==> src/rtl/touch_axis_median_filter_macros.svh <==
// Assertion macros for the touch axis median filter.
// Used by the top level; expects clk and arst_n in scope.
`ifndef TOUCH_AXIS_MEDIAN_FILTER_MACROS_SVH
`define TOUCH_AXIS_MEDIAN_FILTER_MACROS_SVH

// Assert a property on every rising clock edge outside reset
`define TAMF_ASSERT(label, prop, msg) \
	label: assert property (@(posedge clk) disable iff (!arst_n) (prop)) else $error(msg);

// Assert that a condition never holds outside reset
`define TAMF_NEVER(label, cond, msg) \
	label: assert property (@(posedge clk) disable iff (!arst_n) !(cond)) else $error(msg);

`endif

==> src/rtl/tamf_pkg.sv <==
// Shared constants and types for the touch axis median filter.
// No dependencies; imported by every module of the block.
package tamf_pkg;

	// Window length and sample width
	localparam int WINDOW      = 5;
	localparam int SAMPLE_BITS = 12;

	// Derived widths
	localparam int CNT_W   = $clog2(WINDOW);
	localparam int TDATA_W = ((SAMPLE_BITS + 7) / 8) * 8;

	typedef logic [SAMPLE_BITS-1:0] sample_t;
	typedef logic [CNT_W-1:0]       rank_t;
	typedef sample_t [WINDOW-1:0]   window_t;
	typedef sample_t [WINDOW-2:0]   partial_t;

	// Rank of the median and index of the last sample of a window
	localparam rank_t MID_RANK  = rank_t'(WINDOW / 2);
	localparam rank_t FILL_LAST = rank_t'(WINDOW - 1);

	// Axis codes
	localparam logic AXIS_X = 1'b0;
	localparam logic AXIS_Y = 1'b1;

endpackage

==> src/rtl/tamf_median.sv <==
// Rank-based median selector for one full window of samples.
// Depends on tamf_pkg for the window type and median rank.
module tamf_median
	import tamf_pkg::*;
(
	input  window_t win,
	output sample_t median
);

	// Rank each entry (ties broken by position) and pick the middle rank
	always_comb begin
		rank_t rank [WINDOW];
		median = '0;
		for (int i = 0; i < WINDOW; i++) begin
			rank[i] = '0;
			for (int j = 0; j < WINDOW; j++) begin
				if (j != i) begin
					if (win[j] < win[i] || (win[j] == win[i] && j < i)) begin
						rank[i] = rank[i] + rank_t'(1);
					end
				end
			end
			if (rank[i] == MID_RANK) begin
				median = win[i];
			end
		end
	end

endmodule

==> src/rtl/touch_axis_median_filter.sv <==
// Path: the fifth sample of a window loads the snapshot register, and the combinational
// rank network feeds the result register on m_axis. Throughput: one sample per cycle while
// s_axis_tready is high; one median per five samples, set by the window register.
// Reset: fill count, axis (starts at X) and both valid flags clear; sample registers hold
// whatever they had and are always refilled before use.
module touch_axis_median_filter
	import tamf_pkg::*;
(
	input  logic               clk,
	input  logic               arst_n,
	input  logic               s_axis_tvalid,
	output logic               s_axis_tready,
	input  logic [TDATA_W-1:0] s_axis_tdata,  // [11:0] sample
	output logic               m_axis_tvalid,
	input  logic               m_axis_tready,
	output logic [TDATA_W-1:0] m_axis_tdata,  // [11:0] median_value
	output logic               m_axis_tuser   // [0] axis (0 = X, 1 = Y)
);

`include "touch_axis_median_filter_macros.svh"

	rank_t    fill_q;
	logic     axis_q;
	partial_t win_q;

	logic     valid_s1;
	window_t  win_s1;
	logic     axis_s1;

	logic     out_valid_q;
	sample_t  median_q;
	logic     out_axis_q;

	sample_t  sample;
	sample_t  median;
	logic     s_beat;
	logic     last;
	logic     adv;

	assign sample = s_axis_tdata[SAMPLE_BITS-1:0];
	assign last   = (fill_q == FILL_LAST);
	assign adv    = valid_s1 && (!out_valid_q || m_axis_tready);
	// Only the closing sample of a window needs room in the snapshot stage
	assign s_axis_tready = !last || !valid_s1 || adv;
	assign s_beat        = s_axis_tvalid && s_axis_tready;

	// Count samples and toggle the axis at each window end
	always_ff @(posedge clk or negedge arst_n) begin
		if (!arst_n) begin
			fill_q <= '0;
			axis_q <= AXIS_X;
		end else if (s_beat) begin
			if (last) begin
				fill_q <= '0;
				axis_q <= ~axis_q;
			end else begin
				fill_q <= fill_q + rank_t'(1);
			end
		end
	end

	// Shift samples into the partial window
	always_ff @(posedge clk) begin
		if (s_beat) begin
			win_q <= {sample, win_q[WINDOW-2:1]};
		end
	end

	// Snapshot stage valid
	always_ff @(posedge clk or negedge arst_n) begin
		if (!arst_n) begin
			valid_s1 <= 1'b0;
		end else if (s_beat && last) begin
			valid_s1 <= 1'b1;
		end else if (adv) begin
			valid_s1 <= 1'b0;
		end
	end

	// Capture the full window with its closing sample
	always_ff @(posedge clk) begin
		if (s_beat && last) begin
			win_s1  <= {sample, win_q};
			axis_s1 <= axis_q;
		end
	end

	tamf_median u_median (
		.win    (win_s1),
		.median (median)
	);

	// Result register valid
	always_ff @(posedge clk or negedge arst_n) begin
		if (!arst_n) begin
			out_valid_q <= 1'b0;
		end else if (adv) begin
			out_valid_q <= 1'b1;
		end else if (m_axis_tready) begin
			out_valid_q <= 1'b0;
		end
	end

	// Hold the median until the beat is taken
	always_ff @(posedge clk) begin
		if (adv) begin
			median_q   <= median;
			out_axis_q <= axis_s1;
		end
	end

	assign m_axis_tvalid = out_valid_q;
	assign m_axis_tdata  = TDATA_W'(median_q);
	assign m_axis_tuser  = out_axis_q;

	// Checks
	`TAMF_NEVER(a_fill_range, fill_q > FILL_LAST, "fill count beyond window")
	`TAMF_ASSERT(a_axis_toggle, s_beat && last |=> axis_q != $past(axis_q), "axis did not toggle")
	`TAMF_ASSERT(a_axis_hold, !(s_beat && last) |=> $stable(axis_q), "axis changed mid-window")
	`TAMF_ASSERT(a_snap_load, s_beat && last |=> valid_s1, "window snapshot not loaded")
	`TAMF_ASSERT(a_out_source, $rose(out_valid_q) |-> $past(valid_s1), "result without snapshot")

endmodule

==> config.mk <==
export PLATFORM = sky130hd
export DESIGN_NAME = touch_axis_median_filter
export DESIGN_NICKNAME = d
export VERILOG_FILES = /design/src/rtl/tamf_pkg.sv /design/src/rtl/tamf_median.sv /design/src/rtl/touch_axis_median_filter.sv
export VERILOG_INCLUDE_DIRS = /design/src /design/src/rtl
export SDC_FILE = /design/constraint.sdc
export NUM_CORES = 1
export LEC_CHECK = 0
export ABC_AREA = 1
export BUFFER_PORTS_ARGS = -buffer_cell sky130_fd_sc_hd__buf_2
export CAP_MARGIN = 20
export CELL_PAD_IN_SITES_DETAIL_PLACEMENT = 1
export CELL_PAD_IN_SITES_GLOBAL_PLACEMENT = 2
export CORE_MARGIN = 2
export CORE_UTILIZATION = 40
export CTS_CLUSTER_DIAMETER = 30
export CTS_CLUSTER_SIZE = 40
export DETAILED_ROUTE_END_ITERATION = 6
export PLACE_DENSITY_LB_ADDON = 0.1
export SYNTH_ARGS = -nofsm -noshare
export SYNTH_HDL_FRONTEND = slang
export SYNTH_SLANG_ARGS = --single-unit
==> constraint.sdc <==
create_clock -name clk -period 4.5 [get_ports clk]
set_input_delay 0.45 -clock clk [delete_from_list [all_inputs] [get_ports clk]]
set_output_delay 0.45 -clock clk [all_outputs]
set_load 0.01 [all_outputs]
==> results of run 1 <==
final timing paths:
path | cells after the start | from | to | slack [ns]
setup / recovery | 25 | win_s1[33] | median_q[6] | 0.40
hold / removal | 1 | s_axis_tdata[8] | win_q[44] | 0.21
setup reg to reg | 25 | win_s1[33] | median_q[6] | 0.40
hold reg to reg | 0 | win_q[8] | win_s1[8] | 0.42
max in group asynchronous | 2 | arst_n | fill_q[0] | 3.98
min in group asynchronous | 2 | arst_n | valid_s1 | 0.37
timing repair:
item,in CTS,in global routing
hold buffers,1,0
hold endpoints to repair,6,0
buffers inserted,0,0
cells in the mapped netlist (all sizes together):
library cell  number  area share, %
o21a               4           0.35
o22ai              2           0.15
o31ai              1          0.089
o221ai             1           0.10
nand4             47            3.5
o21bai             2           0.18
nor2              32            1.5
nand3             38            2.5
nand2            230             11
dfrtp              6            1.8
nor3               7           0.72
a21boi             1          0.089
conb               1          0.044
o21ai             32            2.0
xnor2              3           0.31
a21o               2           0.18
clkbuf             1          0.059
nand3b             4           0.35
buf               18            1.5
a31oi              3           0.22
a21oi             46            2.7
ha               137             20
edfxtp           122             43
and3               1          0.074
and2               3           0.22
a211oi             3           0.27
inv              152            6.7
worst register-to-register path: cells and delay by family (launching register included):
family | cells | cell delay (ns)
AND/OR/NAND/NOR | 11 | 0.77
adder cells (fa/ha/maj) | 3 | 0.92
flip-flops | 1 | 0.45
buffers and inverters | 5 | 0.57
AO/OA/AOI/OAI | 6 | 1.14
cell families (layout without fill, tap and decap cells):
logic type | count (synthesis) | after routing | share of synthesized area [%]
adder cells (fa/ha/maj) | 137 | 137 | 20.2
other | 1 | 4 | 0.0443
XOR/XNOR | 3 | 3 | 0.310
flip-flops | 128 | 128 | 45.0
AO/OA/AOI/OAI | 97 | 97 | 6.37
buffers and inverters | 171 | 235 | 8.29
AND/OR/NAND/NOR | 362 | 362 | 19.7
report_power, final:
| part | internal [µW] | total (µW) | switching (µW) |
|---|---|---|---|
| sequential | 1480 | 1570 | 95.5 |
| combinational | 554 | 1680 | 1130 |
| clock | 777 | 1330 | 553 |
| total | 2810 | 4590 | 1780 |
per-stage QoR:
stage	total power, µW	worst slack [ns]
2_1_floorplan	2680	0.630
3_3_place_gp	3170	0.533
5_1_grt	4880	0.0693
3_5_place_dp	3250	0.430
6_report	4590	0.402
4_1_cts	4610	0.366
registers in the layout, indices dropped and copies added, names as in the netlist:
signal and count:
m_axis_tuser 1, axis_s1 1, m_axis_tvalid 1, fill_q 3, win_s1 60, axis_q 1, median_q 12, win_q 48
valid_s1 1
layer usage:
| metal | track usage [%] | vias to the layer above | wire length, µm |
|---|---|---|---|
| li1 | - | 3161 | - |
| met1 | 32.0 | 3246 | 11700 |
| met2 | 39.3 | 133 | 11800 |
| met3 | 4.09 | 31 | 1090 |
| met4 | 7.71 | 0 | 499 |
| met5 | 0 | - | 0 |
area by class of cell:
type	count	area, µm²	share of cell area, %
Clock buffer	20	479	5.00
Clock inverter	12	96.3	1.01
Inverter	152	571	5.96
Multi-Input combinational cell	603	3960	41.4
Sequential cell	128	3810	39.8
Tap cell	275	344	3.59
Timing Repair Buffer	51	310	3.24
==> reports/summary.txt, run 1 <==
maximum number of pins on one net before global-route repair: 52
Filler Cell Count: 2,411
clock root buffer: sky130_fd_sc_hd__clkbuf_16
Vias/cell: 5.29
GR Util All Layers: 23.9%
CTS buffer count: 17
post-layout net count: 1,110
post-route minimum period: 4.10 ns
Die Wd: 149 µm
number of non-filler instances in the completed layout: 1,241
gp weighted congestion: 0.888
Antenna Nets Post-Route: 0
ratio of cells with drive above 1 in the final layout: 12.3%
Placed Cells: 1,208
cell with the largest stage delay on the worst path: sky130_fd_sc_hd__edfxtp_1
Power per Cell Area: 479 nW/µm²
Arr. time, crit path: 4.28 ns
post-CTS resize count: 0
antenna cell count: 0
grt ovf: 0
peak supply drop: 253 µV
clock tree from TritonCTS: yes
post-synthesis sequential element count: 128
number of antenna violations at the first check in global routing: 0
core area: 20,900 µm²
kind of cell with the highest combined delay on the critical path: compound AO/OA/AOI/OAI gates
highest clock rate: 244 MHz
maximum single-stage delay on the critical path: 0.45 ns
final number of max-transition violations: 0
peak fanout along the critical path: 12
relative area change from synthesis to final layout: 13.1%
startpoint class of the critical path: flip-flop
Worst-Margin Slew: 0.807 ns
data required time at the worst endpoint: 4.68 ns
Routed WL: 25,100 µm
worst hold slack across all endpoints: 0.209 ns
cell count after synthesis: 899
kind of end point of the critical path: flip-flop
number of clock sinks: 128
floorplan row count: 53
Crit path buffers/inverters: 5
Initial DRT Pass Iterations: 4
top library cells by usage in the layout, fill and taps aside: sky130_fd_sc_hd__nand2_1 (211), sky130_fd_sc_hd__inv_1 (147), sky130_fd_sc_hd__ha_1 (137), sky130_fd_sc_hd__edfxtp_1 (122)
Clock Latency Late Sink: 0.43 ns
final number of setup-violating endpoints: 0
mean cell area of the mapped netlist: 9.42 µm²
maximum count of clock buffers along a single path: 2
leading cell type in the layout, fill and taps excluded: sky130_fd_sc_hd__nand2_1
most used cell along the critical path: sky130_fd_sc_hd__nand2_1
starting utilization of the core area: 40.5%
level count of the clock H-tree: 4
count of input and output buffers: 30
final core area utilization: 45.8%
run status: completed
Hold Vio Cnt, Final: 0
floorplan die area: 22,300 µm²
post-synthesis cell type count: 39
detailed-route DRC error count: 0
clock-pin slew reported for the worst setup and hold paths after clock tree synthesis: 0.06 ns
DIE HEIGHT: 149 µm
top-level port count: 39
class of the worst hold path: in2reg
crit path kind: reg2reg
HPWL reported at the end of detailed placement: 19,500 µm
Mapped Area: 8470 µm²
vias in the first global route: 7,031
wire length of the first global-routing pass: 39,300 µm
post-route setup TNS: 0 ns
DRT iter0 DRCs: 319
crit share post-route: 91.1%
total of warnings raised by yosys: 0
Placed Area: 8990 µm²
final non-filler cell area: 9580 µm²
unrepaired setup endpoints after global routing: no
relative max-transition margin: 46.1%
wire per inst: 20.2 µm
vias post-DR: 6,571
number of max-capacitance violations reported: 0
Static Leak: 0.00460 µW
worst clock skew on the final layout: 0.0108 ns
proportion of synthesized chip area in sequential cells: 45.0%
Note: power is estimated with default switching activity, not from simulation.
==> inputs of run 2 (changes only) <==
--- a/config.mk
+++ b/config.mk
@@ -16,7 +16,7 @@
 export CTS_CLUSTER_DIAMETER = 30
 export CTS_CLUSTER_SIZE = 40
 export DETAILED_ROUTE_END_ITERATION = 6
-export PLACE_DENSITY_LB_ADDON = 0.1
+export PLACE_DENSITY = 0.91
 export SYNTH_ARGS = -nofsm -noshare
 export SYNTH_HDL_FRONTEND = slang
 export SYNTH_SLANG_ARGS = --single-unit
==> run 2 against run 1 <==
Compared with the run above:
- wire length decreased by 6.7%
- global-route usage shrank 1.5 points
- core utilization is 0.060 points lower
- count of clock-buffer cells in the layout down 3
- die area unchanged
- power decreased by 0.99%
- sequential power hardly changed
- critical path type unchanged
- critical endpoint is now median_q[5]
- largest cell class unchanged
==> reports/summary.txt, run 2 (synthesized netlist as in run 1, its figures left out) <==
post-layout net count: 1,106 (was 1,110)
worst clock skew on the final layout: 0.00987 ns (was 0.0108 ns)
vias in the first global route: 6,997 (was 7,031)
top library cells by usage in the layout, fill and taps aside: sky130_fd_sc_hd__nand2_1 (211), sky130_fd_sc_hd__inv_1 (147), sky130_fd_sc_hd__ha_1 (137), sky130_fd_sc_hd__edfxtp_1 (122) (unchanged)
crit share post-route: 93.5% (was 91.1%)
register ranked first by flip-flop count: win_s1 (unchanged)
final core area utilization: 45.8% (about the same)
GR Util All Layers: 22.3% (was 23.9%)
Die Wd: 149 µm (unchanged)
cells on worst reg2reg path: 22 (was 25)
kind of end point of the critical path: flip-flop (unchanged)
starting utilization of the core area: 40.5% (unchanged)
post-route setup TNS: 0 ns (unchanged)
post-route minimum period: 4.21 ns (was 4.10 ns)
Clock Latency Late Sink: 0.43 ns (about the same)
number of flip-flops in the largest register: 60 (unchanged)
count of input and output buffers: 30 (unchanged)
detailed-route DRC error count: 0 (unchanged)
class of the worst hold path: in2reg (unchanged)
total power after layout: 4540 µW (was 4590 µW)
switching part of the total power: 38.6% (was 38.8%)
top-level port count: 39 (unchanged)
unrepaired setup endpoints after global routing: no (unchanged)
floorplan row count: 53 (unchanged)
Placed Area: 8960 µm² (was 8990 µm²)
core area: 20,900 µm² (unchanged)
crit path kind: reg2reg (unchanged)
number of clock sinks: 128 (unchanged)
Cells on Worst Hold Path: 1 (unchanged)
wire length of the first global-routing pass: 37,400 µm (was 39,300 µm)
level count of the clock H-tree: 4 (unchanged)
Routed WL: 23,400 µm (was 25,100 µm)
clock tree from TritonCTS: yes (unchanged)
final non-filler cell area: 9560 µm² (was 9580 µm²)
Clk pwr share: 31.1% (was 29.0%)
Arr. time, crit path: 4.40 ns (was 4.28 ns)
Hold Vio Cnt, Final: 0 (unchanged)
worst setup slack after layout: 0.291 ns (was 0.402 ns)
post-CTS resize count: 0 (unchanged)
DRT iter0 DRCs: 374 (was 319)
worst slack at placement: 0.436 ns (was 0.430 ns)
antenna cell count: 0 (unchanged)
internal power: 2790 µW (was 2810 µW)
run status: completed (unchanged)
grt ovf: 0 (unchanged)
Largest regs: win_s1: 60 flops, win_q: 48 flops, median_q: 12 flops (unchanged)
critical path, cell by cell: inv_1 -> ha_1 -> a21oi_1 -> nor2_1 -> a211oi_1 -> o21ai_0 -> o22ai_1 -> ha_1 -> inv_1 -> nand2_1 -> nand2_1 -> inv_1 -> ha_1 -> nand4_1 -> nand3_1 -> nand3_2 -> nand2_1 -> o21ai_0 -> nand2_1 -> nand2_1 -> nand2_1 -> nand2_1
gp weighted congestion: 0.832 (was 0.888)
final number of setup-violating endpoints: 0 (unchanged)
most used cell along the critical path: sky130_fd_sc_hd__nand2_1 (unchanged)
CTS buffer count: 17 (unchanged)
wire per inst: 18.9 µm (was 20.2 µm)
relative area change from synthesis to final layout: 13.0% (was 13.1%)
Comb pwr share: 34.3% (was 36.7%)
number of antenna violations at the first check in global routing: 0 (unchanged)
Worst-Margin Slew: 0.891 ns (was 0.807 ns)
Antenna Nets Post-Route: 0 (unchanged)
DIE HEIGHT: 149 µm (unchanged)
number of max-capacitance violations reported: 0 (unchanged)
startpoint class of the critical path: flip-flop (unchanged)
HPWL reported at the end of detailed placement: 17,600 µm (was 19,500 µm)
final number of max-transition violations: 0 (unchanged)
highest clock rate: 238 MHz (was 244 MHz)
vias post-DR: 6,452 (was 6,571)
cell with the largest stage delay on the worst path: sky130_fd_sc_hd__edfxtp_1 (unchanged)
part of the power in registers: 34.6% (was 34.3%)
leading cell type in the layout, fill and taps excluded: sky130_fd_sc_hd__nand2_1 (unchanged)
clock root buffer: sky130_fd_sc_hd__clkbuf_16 (unchanged)
maximum count of clock buffers along a single path: 2 (unchanged)
Power per Cell Area: 475 nW/µm² (was 479 nW/µm²)
power dissipated by switching net loads: 1750 µW (was 1780 µW)
peak fanout along the critical path: 12 (unchanged)
floorplan die area: 22,300 µm² (unchanged)
ratio of cells with drive above 1 in the final layout: 12.1% (was 12.3%)
peak supply drop: 279 µV (was 253 µV)
data required time at the worst endpoint: 4.69 ns (was 4.68 ns)
relative max-transition margin: 40.5% (was 46.1%)
Initial DRT Pass Iterations: 5 (was 4)
maximum single-stage delay on the critical path: 0.41 ns (was 0.45 ns)
maximum number of pins on one net before global-route repair: 52 (unchanged)
Static Leak: 0.00460 µW (about the same)
clock-pin slew reported for the worst setup and hold paths after clock tree synthesis: 0.07 ns (was 0.06 ns)
Vias/cell: 5.22 (was 5.29)
==> run 2: power by group through the flow <==
stage / clock network (µW) / registers [µW] / logic [µW]
floorplan: 0 / 1560 / 1120
global placement: 0 / 1590 / 1480
detailed placement: 0 / 1590 / 1530
CTS: 1430 / 1570 / 1570
global route: 1470 / 1580 / 1800
finish: 1410 / 1570 / 1560
==> run 2: per-layer routing <==
metal  global-route usage (%)  share of wire [%]
met1                     28.7                 45
met2                     38.4                 49
met3                     3.99                3.8
met4                     6.67                2.0
met5                        0                  0
==> run 2: final cells by class <==
class	instances	area [µm²]
clock buffer	17	425
tap	275	344
timing repair buffer	47	280
clock inverter	15	168
inverter	152	571
multi-input combinational	603	3960
sequential	128	3810
fill	2400	11300
==> run 2: critical path, delay by kind of cell (launching register included) <==
| family | cells | cell delay [ns] |
|---|---|---|
| flops | 1 | 0.41 |
| simple gates | 11 | 1.41 |
| buf+inv | 3 | 0.32 |
| fa+ha+maj | 3 | 0.89 |
| compound gates | 5 | 0.94 |
==> run 2: what timing repair did <==
item                                    CTS  global route
hold endpoints to repair                  6             0
endpoints found under the setup margin    0             0
hold buffers                              1             0
setup buffers                             0             0
==> run 2: through the flow <==
stage	std cells	hold WS (ns)
2_1_floorplan	902	0.154
5_1_grt	1237	0.195
6_report	1237	0.203
3_5_place_dp	1204	0.279
3_3_place_gp	1204	0.285
4_1_cts	1237	0.192
==> run 2: path summary, 6_finish.rpt <==
kind                            startpoint       endpoint  slack (ns)
setup / recovery                win_s1[21]    median_q[5]        0.29
hold / removal             s_axis_tdata[6]      win_q[42]        0.20
setup reg to reg                win_s1[21]    median_q[5]        0.29
hold reg to reg                   win_q[0]      win_s1[0]        0.42
max in group asynchronous           arst_n      fill_q[2]        3.97
min in group asynchronous           arst_n  m_axis_tvalid        0.38
==> inputs of run 3 (changes only) <==
--- a/config.mk
+++ b/config.mk
@@ -11,12 +11,13 @@
 export CAP_MARGIN = 20
 export CELL_PAD_IN_SITES_DETAIL_PLACEMENT = 1
 export CELL_PAD_IN_SITES_GLOBAL_PLACEMENT = 2
-export CORE_MARGIN = 2
-export CORE_UTILIZATION = 40
+export CORE_MARGIN = 5
+export CORE_UTILIZATION = 41
+export CTS_BUF_LIST = sky130_fd_sc_hd__clkbuf_4
 export CTS_CLUSTER_DIAMETER = 30
 export CTS_CLUSTER_SIZE = 40
 export DETAILED_ROUTE_END_ITERATION = 6
-export PLACE_DENSITY = 0.91
+export PLACE_DENSITY = 0.93
 export SYNTH_ARGS = -nofsm -noshare
 export SYNTH_HDL_FRONTEND = slang
 export SYNTH_SLANG_ARGS = --single-unit
==> run 3 against run 2 <==
Compared with the run above:
- worst hold slack lost 0.13 ns
- first-iteration DRC count shrank 4.8%
- via count is essentially flat
- non-clock buffer count shrank 3
- worst setup slack gained 0.17 ns
- wire length shrank 2.7%
- clock skew grew 0.011 ns
- critical endpoint is now median_q[4]
- clock power shrank 40%
- count of clock-buffer cells in the layout is the same
- sequential cell count is the same
- register-to-register slack gained 0.17 ns
- largest power group unchanged
- combinational power is essentially flat
==> reports/summary.txt, run 3 (synthesized netlist as in run 1, its figures left out) <==
quantity of hold-fixing buffers added after cts: 1 (unchanged)
Vias/cell: 5.24 (was 5.22)
clock tree from TritonCTS: yes (unchanged)
internal power: 2330 µW (was 2790 µW)
final number of max-transition violations: 0 (unchanged)
post-route minimum period: 4.04 ns (was 4.21 ns)
number of max-capacitance violations reported: 0 (unchanged)
vias post-DR: 6,447 (was 6,452)
grt ovf: 0 (unchanged)
switching part of the total power: 41.0% (was 38.6%)
number of flip-flops in the largest register: 60 (unchanged)
core area: 20,300 µm² (was 20,900 µm²)
Power per Cell Area: 427 nW/µm² (was 475 nW/µm²)
kind of end point of the critical path: flip-flop (unchanged)
DRT iter0 DRCs: 356 (was 374)
wire length of the first global-routing pass: 36,300 µm (was 37,400 µm)
most used cell along the critical path: sky130_fd_sc_hd__nand2_1 (unchanged)
Static Leak: 0.00446 µW (was 0.00460 µW)
number of clock sinks: 128 (unchanged)
CTS buffer count: 17 (unchanged)
part of the power in registers: 39.7% (was 34.6%)
Clock Latency Late Sink: 0.56 ns (was 0.43 ns)
wire per inst: 18.5 µm (was 18.9 µm)
data required time at the worst endpoint: 4.83 ns (was 4.69 ns)
gp weighted congestion: 0.901 (was 0.832)
final number of setup-violating endpoints: 0 (unchanged)
relative area change from synthesis to final layout: 9.24% (was 13.0%)
worst hold slack across all endpoints: 0.0689 ns (was 0.203 ns)
top library cells by usage in the layout, fill and taps aside: sky130_fd_sc_hd__nand2_1 (211), sky130_fd_sc_hd__inv_1 (147), sky130_fd_sc_hd__ha_1 (137), sky130_fd_sc_hd__edfxtp_1 (122) (unchanged)
clock root buffer: sky130_fd_sc_hd__clkbuf_4 (was sky130_fd_sc_hd__clkbuf_16)
top-level port count: 39 (unchanged)
power dissipated by switching net loads: 1620 µW (was 1750 µW)
clock-pin slew reported for the worst setup and hold paths after clock tree synthesis: 0.14 ns (was 0.07 ns)
ratio of cells with drive above 1 in the final layout: 11.6% (was 12.1%)
total power after layout: 3950 µW (was 4540 µW)
Die Wd: 154 µm (was 149 µm)
Arr. time, crit path: 4.37 ns (was 4.40 ns)
detailed-route DRC error count: 0 (unchanged)
relative max-transition margin: 40.2% (was 40.5%)
post-route setup TNS: 0 ns (unchanged)
highest clock rate: 247 MHz (was 238 MHz)
Crit path buffers/inverters: 3 (unchanged)
maximum count of clock buffers along a single path: 2 (unchanged)
Routed WL: 22,800 µm (was 23,400 µm)
run status: completed (unchanged)
DIE HEIGHT: 154 µm (was 149 µm)
number of buffers added for setup after CTS: 0 (unchanged)
level count of the clock H-tree: 4 (unchanged)
startpoint class of the critical path: flip-flop (unchanged)
number of antenna violations at the first check in global routing: 1 (was 0)
post-layout net count: 1,103 (was 1,106)
peak fanout along the critical path: 13 (was 12)
critical path, cell by cell: inv_1 -> ha_1 -> a21oi_1 -> nand2_1 -> nand2_1 -> nand3_1 -> a31oi_1 -> ha_1 -> nand3b_1 -> nand2_1 -> inv_1 -> ha_1 -> nand4_1 -> nand2_1 -> nand2_2 -> inv_2 -> nand2_1 -> nand2_1 (was inv_1 -> ha_1 -> a21oi_1 -> nor2_1 -> a211oi_1 -> o21ai_0 -> o22ai_1 -> ha_1 -> inv_1 -> nand2_1 -> nand2_1 -> inv_1 -> ha_1 -> nand4_1 -> nand3_1 -> nand3_2 -> nand2_1 -> o21ai_0 -> nand2_1 -> nand2_1 -> nand2_1 -> nand2_1)
floorplan row count: 52 (was 53)
Clk pwr share: 21.5% (was 31.1%)
count of input and output buffers: 30 (unchanged)
cell with the largest stage delay on the worst path: sky130_fd_sc_hd__a31oi_1 (was sky130_fd_sc_hd__edfxtp_1)
Hold Vio Cnt, Final: 0 (unchanged)
kind of cell with the highest combined delay on the critical path: simple AND/OR/NAND/NOR gates (unchanged)
register ranked first by flip-flop count: win_s1 (unchanged)
starting utilization of the core area: 41.7% (was 40.5%)
vias in the first global route: 6,881 (was 6,997)
maximum number of pins on one net before global-route repair: 52 (unchanged)
worst clock skew on the final layout: 0.0212 ns (was 0.00987 ns)
class of the worst hold path: in2reg (unchanged)
Antenna Nets Post-Route: 0 (unchanged)
unrepaired setup endpoints after global routing: no (unchanged)
post-CTS resize count: 0 (unchanged)
crit share post-route: 89.8% (was 93.5%)
maximum single-stage delay on the critical path: 0.47 ns (was 0.41 ns)
HPWL reported at the end of detailed placement: 18,000 µm (was 17,600 µm)
Comb pwr share: 38.8% (was 34.3%)
Worst-Margin Slew: 0.896 ns (was 0.891 ns)
Largest regs: win_s1: 60 flops, win_q: 48 flops, median_q: 12 flops (unchanged)
leading cell type in the layout, fill and taps excluded: sky130_fd_sc_hd__nand2_1 (unchanged)
peak supply drop: 205 µV (was 279 µV)
crit path kind: reg2reg (unchanged)
floorplan die area: 23,600 µm² (was 22,300 µm²)
Initial DRT Pass Iterations: 4 (was 5)
GR Util All Layers: 19.9% (was 22.3%)
==> run 3: cell types whose count changed in the layout (fill, tap and decap cells not counted), sizes merged <==
cell | before | now
clkinv | 3 | 6
inv | 161 | 159
bufinv | 1 | 2
clkinvlp | 2 | 0
buf | 46 | 43
diode | 0 | 2
==> run 3: cell type report <==
type                            instances  area [µm²]
Timing Repair Buffer                   44         258
Clock inverter                         15         174
Multi-Input combinational cell        603        3960
Fill cell                            2412       11100
Tap cell                              270         338
Inverter                              152         571
Antenna cell                            2        5.00
Clock buffer                           17         128
Sequential cell                       128        3810
==> run 3: layer usage <==
metal / wire length, µm / vias up / share of wire, % / GRT usage (%)
met5: 0 / - / 0 / 0
met4: 527 / 0 / 2.3 / 6.48
met3: 932 / 32 / 4.1 / 2.95
met2: 11100 / 118 / 49 / 34.2
met1: 10300 / 3139 / 45 / 25.8
li1: - / 3158 / - / -
==> run 3: final timing paths <==
check / cells after the start / to / start / slack (ns)
hold reg to reg: 0 / win_s1[0] / win_q[0] / 0.42
hold / removal: 1 / win_s1[54] / s_axis_tdata[6] / 0.07
min in group asynchronous: 2 / fill_q[0] / arst_n / 0.23
setup / recovery: 18 / median_q[4] / win_s1[19] / 0.46
setup reg to reg: 18 / median_q[4] / win_s1[19] / 0.46
max in group asynchronous: 2 / axis_q / arst_n / 4.11
==> run 3: metrics by stage <==
stage,std cells,area (µm²),setup WS (ns),utilization [%]
2_1_floorplan,902,8480,0.630,-
4_1_cts,1229,9240,0.437,45.5
3_5_place_dp,1196,8930,0.489,44.0
3_3_place_gp,1196,8930,0.529,44.0
5_1_grt,1231,9250,0.102,45.6
6_report,1231,9250,0.458,45.6
==> run 3: power groups by stage <==
stage	registers (µW)	logic (µW)	clock network, µW
final	1570	1530	851
after global routing	1580	1760	943
after CTS	1570	1550	889
after detailed placement	1600	1530	0
after global placement	1590	1470	0
after floorplan	1560	1120	0
==> run 3: worst reg2reg max path, stage by stage, from the launching register on <==
cell and delay (ns):
sky130_fd_sc_hd__edfxtp_1 0.44, sky130_fd_sc_hd__inv_1 0.21, sky130_fd_sc_hd__ha_1 0.29, sky130_fd_sc_hd__a21oi_1 0.21, sky130_fd_sc_hd__nand2_1 0.09, sky130_fd_sc_hd__nand2_1 0.12, sky130_fd_sc_hd__nand3_1 0.14, sky130_fd_sc_hd__a31oi_1 0.47
sky130_fd_sc_hd__ha_1 0.37, sky130_fd_sc_hd__nand3b_1 0.19, sky130_fd_sc_hd__nand2_1 0.11, sky130_fd_sc_hd__inv_1 0.05, sky130_fd_sc_hd__ha_1 0.28, sky130_fd_sc_hd__nand4_1 0.09, sky130_fd_sc_hd__nand2_1 0.06, sky130_fd_sc_hd__nand2_2 0.31
sky130_fd_sc_hd__inv_2 0.22, sky130_fd_sc_hd__nand2_1 0.12, sky130_fd_sc_hd__nand2_1 0.06
